File: src/design/aavr_pkg.sv
// ----------------------------------------------------------------------------
// aavr_pkg - shared types and constants for the axis-angle rotator
// Word types, CORDIC arctangent table and fixed-point constants.
// ----------------------------------------------------------------------------
package aavr_pkg;

    localparam int ATAN_N = 24;

    localparam logic signed [32:0] LEN2_MIN = 33'sd263093591;
    localparam logic signed [32:0] LEN2_MAX = 33'sd273831008;
    localparam logic signed [33:0] GAIN_Q30 = 34'sd652032874;
    localparam logic signed [33:0] QUARTER  = 34'sd1073741824;
    localparam logic signed [33:0] HALF     = 34'sd2147483648;
    localparam logic signed [34:0] ONE_Q30  = 35'sd1073741824;

    // aa index: xx, yy, zz, xy, xz, yz
    localparam int AXX = 0;
    localparam int AYY = 1;
    localparam int AZZ = 2;
    localparam int AXY = 3;
    localparam int AXZ = 4;
    localparam int AYZ = 5;

    typedef struct packed {
        logic [2:0][31:0] t;
        logic [2:0][15:0] a;
        logic [5:0][31:0] aa;
        logic             ok;
        logic             flip;
    } t_item;

    typedef struct packed {
        logic signed [33:0] x;
        logic signed [33:0] y;
        logic signed [33:0] z;
    } t_cordic;

    // atan(2^-i) in units of 2^-32 turn
    function automatic logic [29:0] f_atan(input int i);
        logic [29:0] v;
        case (i)
            0:       v = 30'd536870912;
            1:       v = 30'd316933406;
            2:       v = 30'd167458907;
            3:       v = 30'd85004756;
            4:       v = 30'd42667331;
            5:       v = 30'd21354465;
            6:       v = 30'd10679838;
            7:       v = 30'd5340245;
            8:       v = 30'd2670163;
            9:       v = 30'd1335087;
            10:      v = 30'd667544;
            11:      v = 30'd333772;
            12:      v = 30'd166886;
            13:      v = 30'd83443;
            14:      v = 30'd41722;
            15:      v = 30'd20861;
            16:      v = 30'd10430;
            17:      v = 30'd5215;
            18:      v = 30'd2608;
            19:      v = 30'd1304;
            20:      v = 30'd652;
            21:      v = 30'd326;
            22:      v = 30'd163;
            23:      v = 30'd81;
            default: v = 30'd0;
        endcase
        return v;
    endfunction

endpackage

File: src/design/aavr_cordic_cell.sv
// ----------------------------------------------------------------------------
// aavr_cordic_cell - one CORDIC micro-rotation
// Rotates (x, y) by +-atan(2^-STAGE), carries the word alongside.
// ----------------------------------------------------------------------------
module aavr_cordic_cell
    import aavr_pkg::*;
#(
    parameter int STAGE = 0
) (
    input  logic    i_clk,
    input  logic    i_rst_n,
    input  logic    i_en,
    input  logic    i_vld,
    input  t_cordic i_st,
    input  t_item   i_item,
    output logic    o_vld,
    output t_cordic o_st,
    output t_item   o_item
);

    logic               r_vld;
    t_cordic            r_st;
    t_item              r_item;
    t_cordic            n_st;
    logic signed [33:0] dx;
    logic signed [33:0] dy;
    logic signed [33:0] at;

    always_comb begin
        dx = i_st.y >>> STAGE;
        dy = i_st.x >>> STAGE;
        at = signed'({4'b0, f_atan(STAGE)});
        if (!i_st.z[33]) begin
            n_st.x = i_st.x - dx;
            n_st.y = i_st.y + dy;
            n_st.z = i_st.z - at;
        end else begin
            n_st.x = i_st.x + dx;
            n_st.y = i_st.y - dy;
            n_st.z = i_st.z + at;
        end
    end

    always_ff @(posedge i_clk) begin
        if (!i_rst_n) begin
            r_vld <= 1'b0;
        end else if (i_en) begin
            r_vld <= i_vld;
        end
    end

    always_ff @(posedge i_clk) begin
        if (i_en) begin
            r_st   <= n_st;
            r_item <= i_item;
        end
    end

    assign o_vld  = r_vld;
    assign o_st   = r_st;
    assign o_item = r_item;

endmodule

File: config.mk
export PLATFORM = sky130hd
export DESIGN_NAME = aavr_cordic_cell
export DESIGN_NICKNAME = d
export VERILOG_FILES = /design/src/design/aavr_pkg.sv /design/src/design/aavr_cordic_cell.sv
export SDC_FILE = /design/constraint.sdc
export NUM_CORES = 1
export LEC_CHECK = 0
export BUFFER_PORTS_ARGS = -buffer_cell sky130_fd_sc_hd__buf_2
export CORE_AREA = 3 3 340 342
export CTS_CLUSTER_DIAMETER = 120
export DETAILED_ROUTE_END_ITERATION = 8
export DIE_AREA = 0 0 343 345
export HOLD_SLACK_MARGIN = 0.02
export PLACE_DENSITY = 0.44
export RECOVER_POWER = 25
export SLEW_MARGIN = 20
export SYNTH_ARGS = -nofsm -noshare
export SYNTH_HDL_FRONTEND = slang
export SYNTH_SLANG_ARGS = --single-unit
File: constraint.sdc
create_clock -name i_clk -period 5.7 [get_ports i_clk]
set_input_delay 0 -clock i_clk [delete_from_list [all_inputs] [get_ports i_clk]]
set_output_delay 0 -clock i_clk [all_outputs]
set_load 0.05 [all_outputs]
; ---- Word level (Yosys, flattened, before mapping)
; Index checks and enable logic that the tools add are counted.
[op_classes]
n_mux = 1
n_addsub = 5
[op_table]
columns = operator, count
row1 = 102-bit two-way mux, 1
row2 = 34-bit subtractor, 2
row3 = "34-bit by 31-bit adder with 34-bit output, second input constant", 1
row4 = 34-bit adder, 1
row5 = "34-bit by 31-bit subtractor with 34-bit output, second input constant", 1
[totals]
in_bits = 444
out_inout_bits = 441
regBits = 441

; ---- Logic depth before layout (Yosys ltp)
; Gate-level depths: netlist of run 1.
[logic_depth]
word_depth = 2
depth_mapped = 12

; ---- Least setup slack after synthesis of run 1
; No wires, ideal clock.
[synth_timing]
kind = input to register
from = input port i_st[34] in the netlist's numbering
to = register r_st, in the netlist o_st[100] (data pin)
setup_time_ns = 0.264
t_arrival_ns = 2.183
path_slack_ns = 3.253
stages = 11
cell_sequence = ha_1 > fa_1 > nor3b_1 > o311ai_1 > nand2_1 > and3_1 > nor2_2 > o31ai_4 > a311o_1 > a211oi_2 > xor2_1
[synth_lines]
columns = element, line_no
row1 = start: declaration, aavr_cordic_cell.sv:14  ; input t_cordic i_st,
row2 = end signal: assignment, aavr_cordic_cell.sv:54  ; r_st <= n_st;
row3 = end: declaration, aavr_cordic_cell.sv:22  ; t_cordic r_st;

==> results of run 1 <==
## power groups by stage
stage	Combinational [mW]	Clock (mW)	Sequential, mW
final	2.90	3.85	4.03
after floorplan	0.533	0	5.14
after CTS	2.93	3.99	4.03
after detailed placement	2.60	0	4.09
after global routing	3.04	4.10	4.06
after global placement	2.62	0	4.09
## how the worst min path moves through the flow
stage                startpoint  cells after the start          end  slack, ns
floorplan             i_item[0]                      0    o_item[0]        0.1
global placement    i_item[117]                      1  o_item[117]       0.18
global route        i_item[263]                      2  o_item[263]       0.03
detailed placement  i_item[106]                      1  o_item[106]       0.18
CTS                 i_item[263]                      2  o_item[263]       0.02
finish              i_item[306]                      2  o_item[306]       0.07
## layer usage
layer | up-vias | global-route usage (%) | wire length (um)
li1 | 7888 | - | -
met4 | 14 | 5.517 | 3601
met3 | 126 | 9.240 | 14540
met5 | - | 0 | 94
met1 | 8840 | 24.75 | 50600
met2 | 809 | 30.64 | 54070
## final cells by class
cell class,count,area share (%)
clock inverter,40,1.421
tap,1500,5.809
inverter,105,1.220
antenna,32,0.2478
multi-input combinational,759,16.72
timing repair buffer,1382,29.03
clock buffer,70,4.697
sequential,440,40.86
## stage by stage
stage	setup slack, ns	std cells
floorplan	3.253	1350
global route	2.198	4310
CTS	2.417	4296
global placement	2.150	3694
finish	2.321	4328
detailed placement	2.185	3694
## registers in the layout, summed over array words and instances (netlist names)
| register | count |
|---|---|
| o_item | 338 |
| o_st | 101 |
| o_vld | 1 |
## synthesized netlist by cell type (all sizes together), types with 7 or more instances
cell type,number,area [sq um]
edfxtp,439,13180
a21oi,115,583.1
ha,102,1276
inv,102,382.9
o21ai,79,399.1
nor2,71,269.0
xnor2,59,516.8
nand2,53,198.9
buf,25,128.9
nor3,24,130.1
o21bai,22,165.2
clkbuf,21,78.83
mux2i,19,190.2
a21o,17,127.6
a211oi,15,117.6
o31ai,15,126.4
nand4,14,87.58
nand3,12,60.06
nor2b,12,75.07
nor4,11,68.82
o21a,9,67.56
a31oi,8,50.05
xor2,8,70.07
o211ai,7,52.55
## what timing repair did
item / CTS / global route
resized for setup: 0 / 0
setup buffers: 0 / 0
endpoints found under the hold margin: 488 / 0
hold buffers: 492 / 0
## worst register-to-register path: stages, from the launching register on
cell and delay (ns):
sky130_fd_sc_hd__dfxtp_1 0.30, sky130_fd_sc_hd__mux2i_1 0.12, sky130_fd_sc_hd__nor2b_1 0.06, sky130_fd_sc_hd__dlygate4sd3_1 0.56
## logic make-up after synthesis
kind of cell	count (synthesis)	synth area share (%)
fa+ha+maj	106	7.062
buf+inv	151	3.134
flops	440	68.74
compound gates	336	11.16
mux	19	0.9902
xor+xnor	67	3.055
simple gates	231	5.857
==> Flow_metrics.wiki, run 1 <==
{| class="wikitable"
! Metric !! Value
|-
| Endpoint of the most critical setup path || o_st[59]
|-
| Cell-by-cell trace of the critical path || dlygate4sd3_1 -> buf_2 -> inv_1 -> ha_1 -> nor2b_1 -> o2111ai_1 -> a21boi_1 -> o31ai_1 -> nand2_1 -> a211oi_1 -> nor2_1 -> o31ai_1 -> xnor2_1
|-
| Full die area || 118300 sq um
|-
| First-pass detailed-route iteration total || 5
|-
| Ports || 885
|-
| Setup-violating endpoint count in the final report || 0
|-
| WP depth || 13
|-
| Sw Pwr || 3.805 mW
|-
| Vertical extent of the die || around 350 um
|-
| H-tree depth || 2
|-
| Switch share || 35.28%
|-
| Multi-input gate area in the final layout || around 5400 sq um
|-
| Number of buffers added by the clock tree synthesis step || 59
|-
| Most Frequent Cell on Critical Path || sky130_fd_sc_hd__o31ai_1
|-
| Number of global-route vias before repair || approximately 18000
|-
| Total power divided by cell area || 333.8 nW/um^2
|-
| Floorplan core area || 112700 sq um
|-
| Summed instance area of the synthesized netlist || 19210 sq um
|-
| Detail Placement HPWL || approximately 99000 um
|-
| Clock latency reported for the late side of the worst-skew pair || between 0.6 and 0.7 ns
|-
| EDFF count, synth || ~440
|-
| Instance count of the mapped netlist || 1350
|-
| Number of slew-limit violations in the final report || 0
|-
| Combined flip-flop and latch cell area || between 10000 and 15000 sq um
|-
| Starting Density || 17.05%
|-
| Number of DRC violations after detailed routing || 0
|-
| Routed len/inst || around 28 um
|-
| Sink Count || 440
|-
| Launching instance or port of the critical path || i_st[35]
|-
| Sum of buffers and inverters on the critical path || 3
|-
| CTS tree || done
|-
| Share of the clock period used by the worst path || 59.29%
|-
| Fraction of layout cells with a size suffix above 1 || between 30% and 40%
|-
| Sum Neg Setup Slack || 0 ns
|-
| Synth Warn # || 0
|-
| Distinct cell type count of the synthesized netlist || 81
|-
| Worst r2r path cells || 3
|-
| Number of antenna violations at the first check in global routing || 53
|-
| Maximum number of buffers from clock root to sink || 3
|-
| Floorplan row count || 123
|-
| Hold crit path type || in2reg
|-
| Worst voltage drop across the vdd grid || ~250 uV
|-
| Async S/R FF share, synth || 0%
|-
| Worst Setup Start Kind || primary input
|-
| Vias/cell || between 4 and 5
|-
| Maxcap violations || 0
|-
| Avg Synthesized Cell Area || 14.23 sq um
|-
| Net count of the mapped netlist || 1900
|-
| Worst Hold Margin || approximately 0.07 ns
|-
| Initial drt markers || between 1000 and 1500
|-
| Max incr delay on CP || around 0.73 ns
|-
| CP max FO || 5
|-
| Achievable frequency || around 300 MHz
|-
| Cell area after layout || between 30000 and 40000 sq um
|-
| Overall routing resource usage || about a fifth
|-
| Nets@finish || 3297
|-
| Pin count of the biggest net entering global routing || 144
|-
| Overall die width || 343 um
|-
| Wire length of the first global-routing pass || about 160000 um
|-
| Relative contribution of the clock network to total power || a little over a third
|-
| Synthesized flop and latch total || 440
|-
| Unrepaired setup endpoints after global routing || false
|-
| Master of the slowest instance on the critical path || sky130_fd_sc_hd__o31ai_1
|-
| Clock period minus worst slack || between 3 and 4 ns
|-
| Top FF cell, synth || sky130_fd_sc_hd__edfxtp_1
|-
| Setup crit end kind || register
|-
| Flop pwr share || between 30% and 40%
|-
| Delay-heaviest family, CP || compound AO/OA/AOI/OAI gates
|-
| Total cell area at the placement stage || about 25000 sq um
|-
| Proportion of synthesized chip area in sequential cells || 68.74%
|-
| Category of the critical setup timing path || in2reg
|-
| Most used cells in the layout excluding fill and tap cells || sky130_fd_sc_hd__buf_2, sky130_fd_sc_hd__dlygate4sd3_1, sky130_fd_sc_hd__edfxtp_1
|-
| Critical R2R Capture || o_vld
|-
| CP arrival || ~3.8 ns
|-
| Launching point of the worst reg2reg path || o_vld
|-
| Final core area utilization || roughly 29%
|-
| Final total power || around 11 mW
|-
| Result of the run || complete, no violations
|-
| Reg clk slew, reported paths || about 0.060 ns
|-
| Most common cell after layout, fill and taps aside || sky130_fd_sc_hd__buf_2
|-
| Filler cell count || around 12000
|-
| Layout overhead on the synthesized area || 68.23%
|-
| Worst clock skew || 0 ns
|-
| Transition time at the pin with the least slew margin || between 0.9 and 1 ns
|-
| Number of hold violations in the final report || 0
|-
| Detailed-route wire length || about 120000 um
|-
| Routability congestion estimate from global placement || between 0.9 and 1
|-
| Max transition margin || 34.61%
|-
| Leakage power || between 10 and 15 nW
|-
| Fraction of power consumed by combinational cells || a little over a quarter
|-
| Library cell used as clock root buffer || sky130_fd_sc_hd__clkbuf_16
|-
| Worst endpoint required time || between 6 and 7 ns
|-
| Slack of the worst reg-to-reg path || ~4.5 ns
|-
| Number of nets still failing antenna checks after routing || 0
|-
| GR Overflow Total || 0
|-
| Number of port buffers || between 800 and 900
|-
| Via count of the routed design || roughly 18000
|-
| Cell Int Power || 6.982 mW
|}
Note: power is estimated with default switching activity, not from simulation.
==> run 2: changes to the inputs <==
--- a/config.mk
+++ b/config.mk
@@ -11,7 +11,7 @@
 export DETAILED_ROUTE_END_ITERATION = 8
 export DIE_AREA = 0 0 343 345
 export HOLD_SLACK_MARGIN = 0.02
-export PLACE_DENSITY = 0.44
+export PLACE_DENSITY = 0.45
 export RECOVER_POWER = 25
 export SLEW_MARGIN = 20
 export SYNTH_ARGS = -nofsm -noshare
==> constraint.sdc (replaced) <==
create_clock -name i_clk -period 2.9 [get_ports i_clk]
set_input_delay 0 -clock i_clk [delete_from_list [all_inputs] [get_ports i_clk]]
set_output_delay 0 -clock i_clk [all_outputs]
set_load 0.05 [all_outputs]
==> run 2 against run 1 <==
Compared with the run above:
- worst setup slack lost 2.2 ns
- cell count grew 2.6%
- clock power grew 80%
- sequential share of layout area shrank 0.78 points
- clock-buffer cell count is the same
- hold slack gained 0.0039 ns
- routed wire length shrank 2.6%
- global-route usage shrank 0.56 points
- via count grew 1.9%
- non-clock buffer count grew 113
==> Flow_metrics.wiki, run 2 (synthesized netlist as in run 1, its figures left out) <==
{| class="wikitable"
! Metric !! Value
|-
| Result of the run || complete, no violations
|-
| Transition time at the pin with the least slew margin || 0.8526 ns
|-
| Number of DRC violations after detailed routing || 0
|-
| Pin count of the biggest net entering global routing || 83
|-
| Leakage power || around 14 nW
|-
| Maximum number of buffers from clock root to sink || 3
|-
| Initial drt markers || 1249
|-
| Max incr delay on CP || 0.55 ns
|-
| Number of port buffers || between 800 and 900
|-
| Sum of buffers and inverters on the critical path || 4
|-
| Routed len/inst || around 27 um
|-
| Library cell used as clock root buffer || sky130_fd_sc_hd__clkbuf_16
|-
| Unrepaired setup endpoints after global routing || false
|-
| Delay-heaviest family, CP || compound AO/OA/AOI/OAI gates
|-
| Vias/cell || 4.055
|-
| Number of antenna violations at the first check in global routing || 65
|-
| Sum Neg Setup Slack || 0 ns
|-
| Worst voltage drop across the vdd grid || about 440 uV
|-
| Fraction of layout cells with a size suffix above 1 || between 30% and 40%
|-
| Number of global-route vias before repair || approximately 18000
|-
| Ports || about 890
|-
| Floorplan row count || between 100 and 150
|-
| Share of the clock period used by the worst path || a little over nine tenths
|-
| Setup-violating endpoint count in the final report || 0
|-
| Total instance count after detailed placement || 3879
|-
| Setup crit end kind || register
|-
| CTS tree || done
|-
| H-tree depth || 2
|-
| Worst Setup Start Kind || primary input
|-
| Most common cell after layout, fill and taps aside || sky130_fd_sc_hd__buf_2
|-
| Sink Count || between 400 and 500
|-
| Number of buffers added by the clock tree synthesis step || 56
|-
| Most Frequent Cell on Critical Path || sky130_fd_sc_hd__buf_4
|-
| Overall routing resource usage || 19.28%
|-
| Detail Placement HPWL || ~99000 um
|-
| Vertical extent of the die || 345 um
|-
| Reg clk slew, reported paths || 0.06 ns
|-
| Setup slack after placement || -0.3000 ns
|-
| Overall die width || around 340 um
|-
| Nets@finish || ~3400
|-
| CP arrival || ~3.2 ns
|-
| Number of hold violations in the final report || 0
|-
| Hold crit path type || in2reg
|-
| Post-route setup slack || just under 0.1 ns
|-
| Total power divided by cell area || about 630 nW/um^2
|-
| Max transition margin || a little over two fifths
|-
| Worst clock skew || 0 ns
|-
| Wire length of the first global-routing pass || about 160000 um
|-
| First-pass detailed-route iteration total || 5
|-
| Number of slew-limit violations in the final report || 0
|-
| Layout overhead on the synthesized area || 71.50%
|-
| Clock period minus worst slack || 2.803 ns
|-
| Detailed-route wire length || 119700 um
|-
| Most used cells in the layout excluding fill and tap cells || sky130_fd_sc_hd__buf_2, sky130_fd_sc_hd__edfxtp_1, sky130_fd_sc_hd__dlygate4sd3_1
|-
| Master of the slowest instance on the critical path || sky130_fd_sc_hd__dlygate4sd3_1
|-
| GR Overflow Total || 0
|-
| Clock latency reported for the late side of the worst-skew pair || roughly 0.63 ns
|-
| Full die area || about 120000 sq um
|-
| Via count of the routed design || about 18000
|-
| Final non-filler cell total || about 4400
|-
| Maxcap violations || 0
|-
| Cell-by-cell trace of the critical path || dlygate4sd3_1 -> buf_2 -> ha_1 -> nor2b_1 -> o2111ai_2 -> a21boi_1 -> o31ai_1 -> buf_4 -> nand2_1 -> a211oi_1 -> buf_4 -> o2111ai_1 -> o21a_1 -> xor2_1
|-
| Starting Density || ~17%
|-
| Max reg flops || 338
|-
| CP max FO || 5
|-
| Achievable frequency || 356.7 MHz
|-
| Category of the critical setup timing path || in2reg
|-
| Routability congestion estimate from global placement || about 0.9
|-
| Worst endpoint required time || around 3.3 ns
|-
| Floorplan core area || 112700 sq um
|-
| Number of nets still failing antenna checks after routing || 0
|}
run 2: cell count changes in the layout (fill, tap and decap cells not counted), sizes merged:
cell         delta
clkbuf          +8
bufinv          -4
clkinv          +7
clkinvlp        -5
buf           +180
inv             -3
diode           +5
dlygate4sd3    -75
run 2: layout make-up:
cell class / instances / area [sq um]
Sequential cell: 440 / 13200
Clock inverter: 35 / 335.3
Clock buffer: 70 / 1494
Antenna cell: 37 / 92.59
Fill cell: 11763 / 79710
Multi-Input combinational cell: 759 / 5453
Tap cell: 1500 / 1877
Inverter: 105 / 394.1
Timing Repair Buffer: 1495 / 10090
run 2: path summary, 6_finish.rpt:
path	end	depth (start not counted)	slack (ns)	from
max	o_st[65]	14	0.1	i_st[69]
min	o_item[156]	2	0.07	i_item[156]
max reg2reg	o_vld	3	1.76	o_vld
min reg2reg	o_vld	3	1.07	o_vld
run 2: what timing repair did:
| item | 4_1_cts | 5_1_grt |
|---|---|---|
| endpoints found under the hold margin | 448 | 0 |
| setup endpoints to repair | 0 | 12 |
| setup buffers | 0 | 3 |
| resized for setup | 0 | 11 |
| hold buffers | 417 | 0 |
run 2: metal layers:
layer	track usage (%)	vias to the layer above	share of wire (%)
met5	0	-	0.13
met4	6.400	22	3.5
li1	-	8129	-
met1	23.54	8878	40
met2	30.31	830	45
met3	8.427	151	11
run 2: power breakdown:
part,switching [mW],internal [mW]
Sequential,0.229,7.72
Combinational,4.18,1.76
Clock,2.91,4.02
Total,7.33,13.5
run 2: through the flow:
step	instance area (sq um)	hold slack [ns]	total power, mW	util [%]
2_1_floorplan	19210	0.09887	11.15	-
3_3_place_gp	26830	0.1764	13.51	23.82
3_5_place_dp	26830	0.1781	13.47	23.82
4_1_cts	32830	0.02012	21.08	29.15
5_1_grt	32880	0.03671	21.58	29.19
6_report	32940	0.07193	20.83	29.24
run 2: worst register-to-register path, stage by stage (launching register included):
cell and delay, ns:
sky130_fd_sc_hd__dfxtp_1 0.31, sky130_fd_sc_hd__mux2i_1 0.12, sky130_fd_sc_hd__nor2b_1 0.06, sky130_fd_sc_hd__dlygate4sd3_1 0.54
==> run 3: changes to the inputs <==
--- a/config.mk
+++ b/config.mk
@@ -5,13 +5,14 @@
 export SDC_FILE = /design/constraint.sdc
 export NUM_CORES = 1
 export LEC_CHECK = 0
+export ABC_AREA = 1
 export BUFFER_PORTS_ARGS = -buffer_cell sky130_fd_sc_hd__buf_2
-export CORE_AREA = 3 3 340 342
+export CORE_AREA = 3 3 341 343
 export CTS_CLUSTER_DIAMETER = 120
 export DETAILED_ROUTE_END_ITERATION = 8
-export DIE_AREA = 0 0 343 345
+export DIE_AREA = 0 0 344 346
 export HOLD_SLACK_MARGIN = 0.02
-export PLACE_DENSITY = 0.45
+export PLACE_DENSITY = 0.47
 export RECOVER_POWER = 25
 export SLEW_MARGIN = 20
 export SYNTH_ARGS = -nofsm -noshare
==> run 3 against run 2 <==
Compared with the run above:
- non-clock buffer count decreased by 120
- total power is 3.8% higher
- utilization grew 0.13 points
- cell count up 8.6%
- largest power group unchanged
==> Flow_metrics.wiki, run 3 <==
{| class="wikitable"
! Metric !! Value
|-
| Number of port buffers || around 900
|-
| Number of DRC violations after detailed routing || 0
|-
| Launching instance or port of the critical path || i_st[68]
|-
| Fraction of layout cells with a size suffix above 1 || 29.95%
|-
| Synth Warn # || 0
|-
| Overall die width || about 340 um
|-
| Pin count of the biggest net entering global routing || 75
|-
| Transition time at the pin with the least slew margin || ~0.87 ns
|-
| Setup-violating endpoint count in the final report || 0
|-
| Synthesized flop and latch total || between 400 and 500
|-
| Async S/R FF share, synth || 0%
|-
| First-pass detailed-route iteration total || 6
|-
| Final total power || between 20 and 25 mW
|-
| Worst r2r path cells || 3
|-
| Proportion of netlist area held by the largest area contributor || ~64%
|-
| Top cells by area in the synthesized netlist || sky130_fd_sc_hd__edfxtp_1, sky130_fd_sc_hd__nand2_1, sky130_fd_sc_hd__ha_1, sky130_fd_sc_hd__inv_1, sky130_fd_sc_hd__nand3_1
|-
| Cell-by-cell trace of the critical path || dlygate4sd3_1 -> buf_2 -> ha_1 -> fa_1 -> o21ai_1 -> nand2_1 -> nand2_1 -> nand2_1 -> nand2_1 -> nand2_1 -> nand2_1 -> nand2_1 -> nand3_1 -> nand2_1
|-
| Launching point of the worst reg2reg path || o_vld
|-
| Setup bufs post-CTS || 0
|-
| Vertical extent of the die || between 300 and 400 um
|-
| Detail Placement HPWL || 114600 um
|-
| Max reg flops || about 340
|-
| Vias/cell || roughly 4.2
|-
| Maximum number of buffers from clock root to sink || 3
|-
| Detailed-route wire length || between 100000 and 150000 um
|-
| EDFF count, synth || 439
|-
| Delay-heaviest family, CP || simple AND/OR/NAND/NOR gates
|-
| End of the worst hold path || o_item[0]
|-
| Setup slack after placement || around 0.26 ns
|-
| Sum of buffers and inverters on the critical path || 2
|-
| Most Frequent Cell on Critical Path || sky130_fd_sc_hd__nand2_1
|-
| Worst Setup Start Kind || primary input
|-
| Wire length of the first global-routing pass || 177600 um
|-
| Sum Neg Setup Slack || 0 ns
|-
| Proportion of synthesized chip area in sequential cells || about 65%
|-
| Clock latency reported for the late side of the worst-skew pair || approximately 0.64 ns
|-
| Top FF cell, synth || sky130_fd_sc_hd__edfxtp_1
|-
| Layout overhead on the synthesized area || 63.45%
|-
| Setup crit end kind || register
|-
| Worst Hold Margin || approximately 0.064 ns
|-
| Unrepaired setup endpoints after global routing || false
|-
| Clock period minus worst slack || about 2.5 ns
|-
| Result of the run || complete, no violations
|-
| Number of slew-limit violations in the final report || 0
|-
| H-tree depth || 2
|-
| CTS tree || done
|-
| Avg Synthesized Cell Area || around 11 sq um
|-
| Floorplan row count || 124
|-
| Min-Delay Startpoint || i_item[0]
|-
| Most used cells in the layout excluding fill and tap cells || sky130_fd_sc_hd__buf_2, sky130_fd_sc_hd__dlygate4sd3_1, sky130_fd_sc_hd__edfxtp_1
|-
| Via count of the routed design || roughly 20000
|-
| Summed instance area of the synthesized netlist || about 20000 sq um
|-
| Hold crit path type || in2reg
|-
| Leakage power || about 15 nW
|-
| Reg clk slew, reported paths || 0.06 ns
|-
| Post-synth top cells || sky130_fd_sc_hd__edfxtp_1, sky130_fd_sc_hd__nand2_1, sky130_fd_sc_hd__inv_1
|-
| Post-route setup slack || 0.3535 ns
|-
| Number of antenna violations at the first check in global routing || 56
|-
| Worst clock skew || 0 ns
|-
| Distinct cell type count of the synthesized netlist || 44
|-
| Max transition margin || between 40% and 50%
|-
| Resize count post-CTS || 0
|-
| Library cell used as clock root buffer || sky130_fd_sc_hd__clkbuf_16
|-
| CP max FO || 4
|-
| Slack of the worst reg-to-reg path || ~1.7 ns
|-
| Worst voltage drop across the vdd grid || roughly 460 uV
|-
| Number of global-route vias before repair || about 20000
|-
| Full die area || between 100000 and 150000 sq um
|-
| Category of the critical setup timing path || in2reg
|-
| Overall routing resource usage || around 22%
|-
| Hold Path Stages || 2
|-
| Maxcap violations || 0
|-
| Floorplan core area || between 100000 and 150000 sq um
|-
| CP arrival || about 3 ns
|-
| Number of nets still failing antenna checks after routing || 0
|-
| Initial drt markers || 1546
|-
| GR Overflow Total || 0
|-
| Number of hold violations in the final report || 0
|-
| Achievable frequency || a little under 400 MHz
|-
| Number of buffers added by the clock tree synthesis step || 57
|-
| Cts hold-fix bufs || roughly 450
|-
| Nets@finish || approximately 3800
|-
| Share of the clock period used by the worst path || 87.81%
|-
| Routability congestion estimate from global placement || between 0.9 and 1
|-
| Routed len/inst || approximately 28 um
|-
| Master of the slowest instance on the critical path || sky130_fd_sc_hd__dlygate4sd3_1
|-
| Net count of the mapped netlist || ~2400
|-
| Cell type with the largest total area after synthesis || sky130_fd_sc_hd__edfxtp_1
|-
| Instance count of the mapped netlist || 1848
|-
| Leading cell type by number of instances after synthesis || sky130_fd_sc_hd__edfxtp_1
|-
| Total power divided by cell area || approximately 650 nW/um^2
|-
| Critical R2R Capture || o_vld
|-
| Ports || 885
|-
| Most common cell after layout, fill and taps aside || sky130_fd_sc_hd__buf_2
|-
| Max incr delay on CP || between 0.5 and 0.6 ns
|-
| Worst endpoint required time || approximately 3.3 ns
|-
| Sink Count || between 400 and 500
|-
| Starting Density || between 10% and 20%
|}
[run 3: changes by cell type after synthesis, moves of 12 or more]
cell | previous run | this run
sky130_fd_sc_hd__xnor2_1 | 59 | 1
sky130_fd_sc_hd__nand2_1 | 53 | 412
sky130_fd_sc_hd__xor2_1 | 8 | 28
sky130_fd_sc_hd__clkbuf_1 | 21 | 8
sky130_fd_sc_hd__inv_1 | 93 | 207
sky130_fd_sc_hd__o21ai_0 | 60 | 83
sky130_fd_sc_hd__nor2b_1 | 12 | 0
sky130_fd_sc_hd__a21oi_1 | 113 | 131
sky130_fd_sc_hd__nor2_1 | 70 | 139
sky130_fd_sc_hd__nand3_1 | 12 | 148
sky130_fd_sc_hd__mux2i_1 | 19 | 1
sky130_fd_sc_hd__a211oi_1 | 14 | 0
sky130_fd_sc_hd__buf_4 | 4 | 22
sky130_fd_sc_hd__o21bai_1 | 22 | 9
[run 3: worst reg2reg max path: cells and delay by family, from the launching register on]
kind | cells | cell delay (ns)
buf+inv | 1 | 0.57
flops | 1 | 0.30
compound gates | 2 | 0.20
[run 3: area by class of cell]
| class | count | area (sq um) |
|---|---|---|
| flip-flops and latches | 440 | 13200 |
| diodes | 24 | 60.06 |
| repair buffers | 1375 | 9248 |
| multi-input cells | 1154 | 6208 |
| inverters | 211 | 793.3 |
| well taps | 1512 | 1892 |
| clock inverters | 42 | 588.1 |
| fillers | 12101 | 80430 |
| clock buffers | 64 | 1453 |
[run 3: power by group]
group / switching (mW) / total (mW) / internal, mW / leakage, nW
Clock: 3.15 / 7.85 / 4.70 / 0.974
Sequential: 0.254 / 7.93 / 7.67 / 4.30
Combinational: 4.34 / 5.85 / 1.51 / 9.45
[run 3: worst max path at each step]
stage | to | cells after the start
6_report | o_st[66] | 14
3_3_place_gp | o_st[66] | 14
5_1_grt | o_st[66] | 14
4_1_cts | o_st[66] | 14
3_5_place_dp | o_st[98] | 14
2_1_floorplan | o_st[66] | 13
[run 3: per-stage QoR]
| step | instances | instance area, sq um | util, % |
|---|---|---|---|
| 3_5_place_dp | 4247 | 26960 | 23.68 |
| 2_1_floorplan | 1848 | 20460 | - |
| 5_1_grt | 4814 | 33420 | 29.35 |
| 3_3_place_gp | 4247 | 26960 | 23.68 |
| 6_report | 4822 | 33440 | 29.37 |
| 4_1_cts | 4798 | 33460 | 29.38 |
[run 3: logic make-up (layout without fill, tap and decap cells)]
logic type | count (synthesis) | after routing | synth area share (%)
flip-flops | 440 | 440 | 64.52
buffers and inverters | 254 | 1692 | 5.136
AND/OR/NAND/NOR | 749 | 749 | 15.32
XOR/XNOR | 29 | 29 | 1.241
adder cells (fa/ha/maj) | 106 | 106 | 6.628
other | 0 | 24 | 0
AO/OA/AOI/OAI | 269 | 269 | 7.099
multiplexers | 1 | 1 | 0.04892
[run 3: metal layers]
metal / track usage (%) / part of all wire (%) / wire [um] / up-vias
met5: 0 / 0.062 / 85 / -
met4: 6.930 / 3.8 / 5254 / 12
met3: 9.239 / 11 / 14900 / 177
met2: 35.75 / 46 / 62540 / 930
met1: 26.49 / 40 / 54440 / 9904
li1: - / - / - / 9164
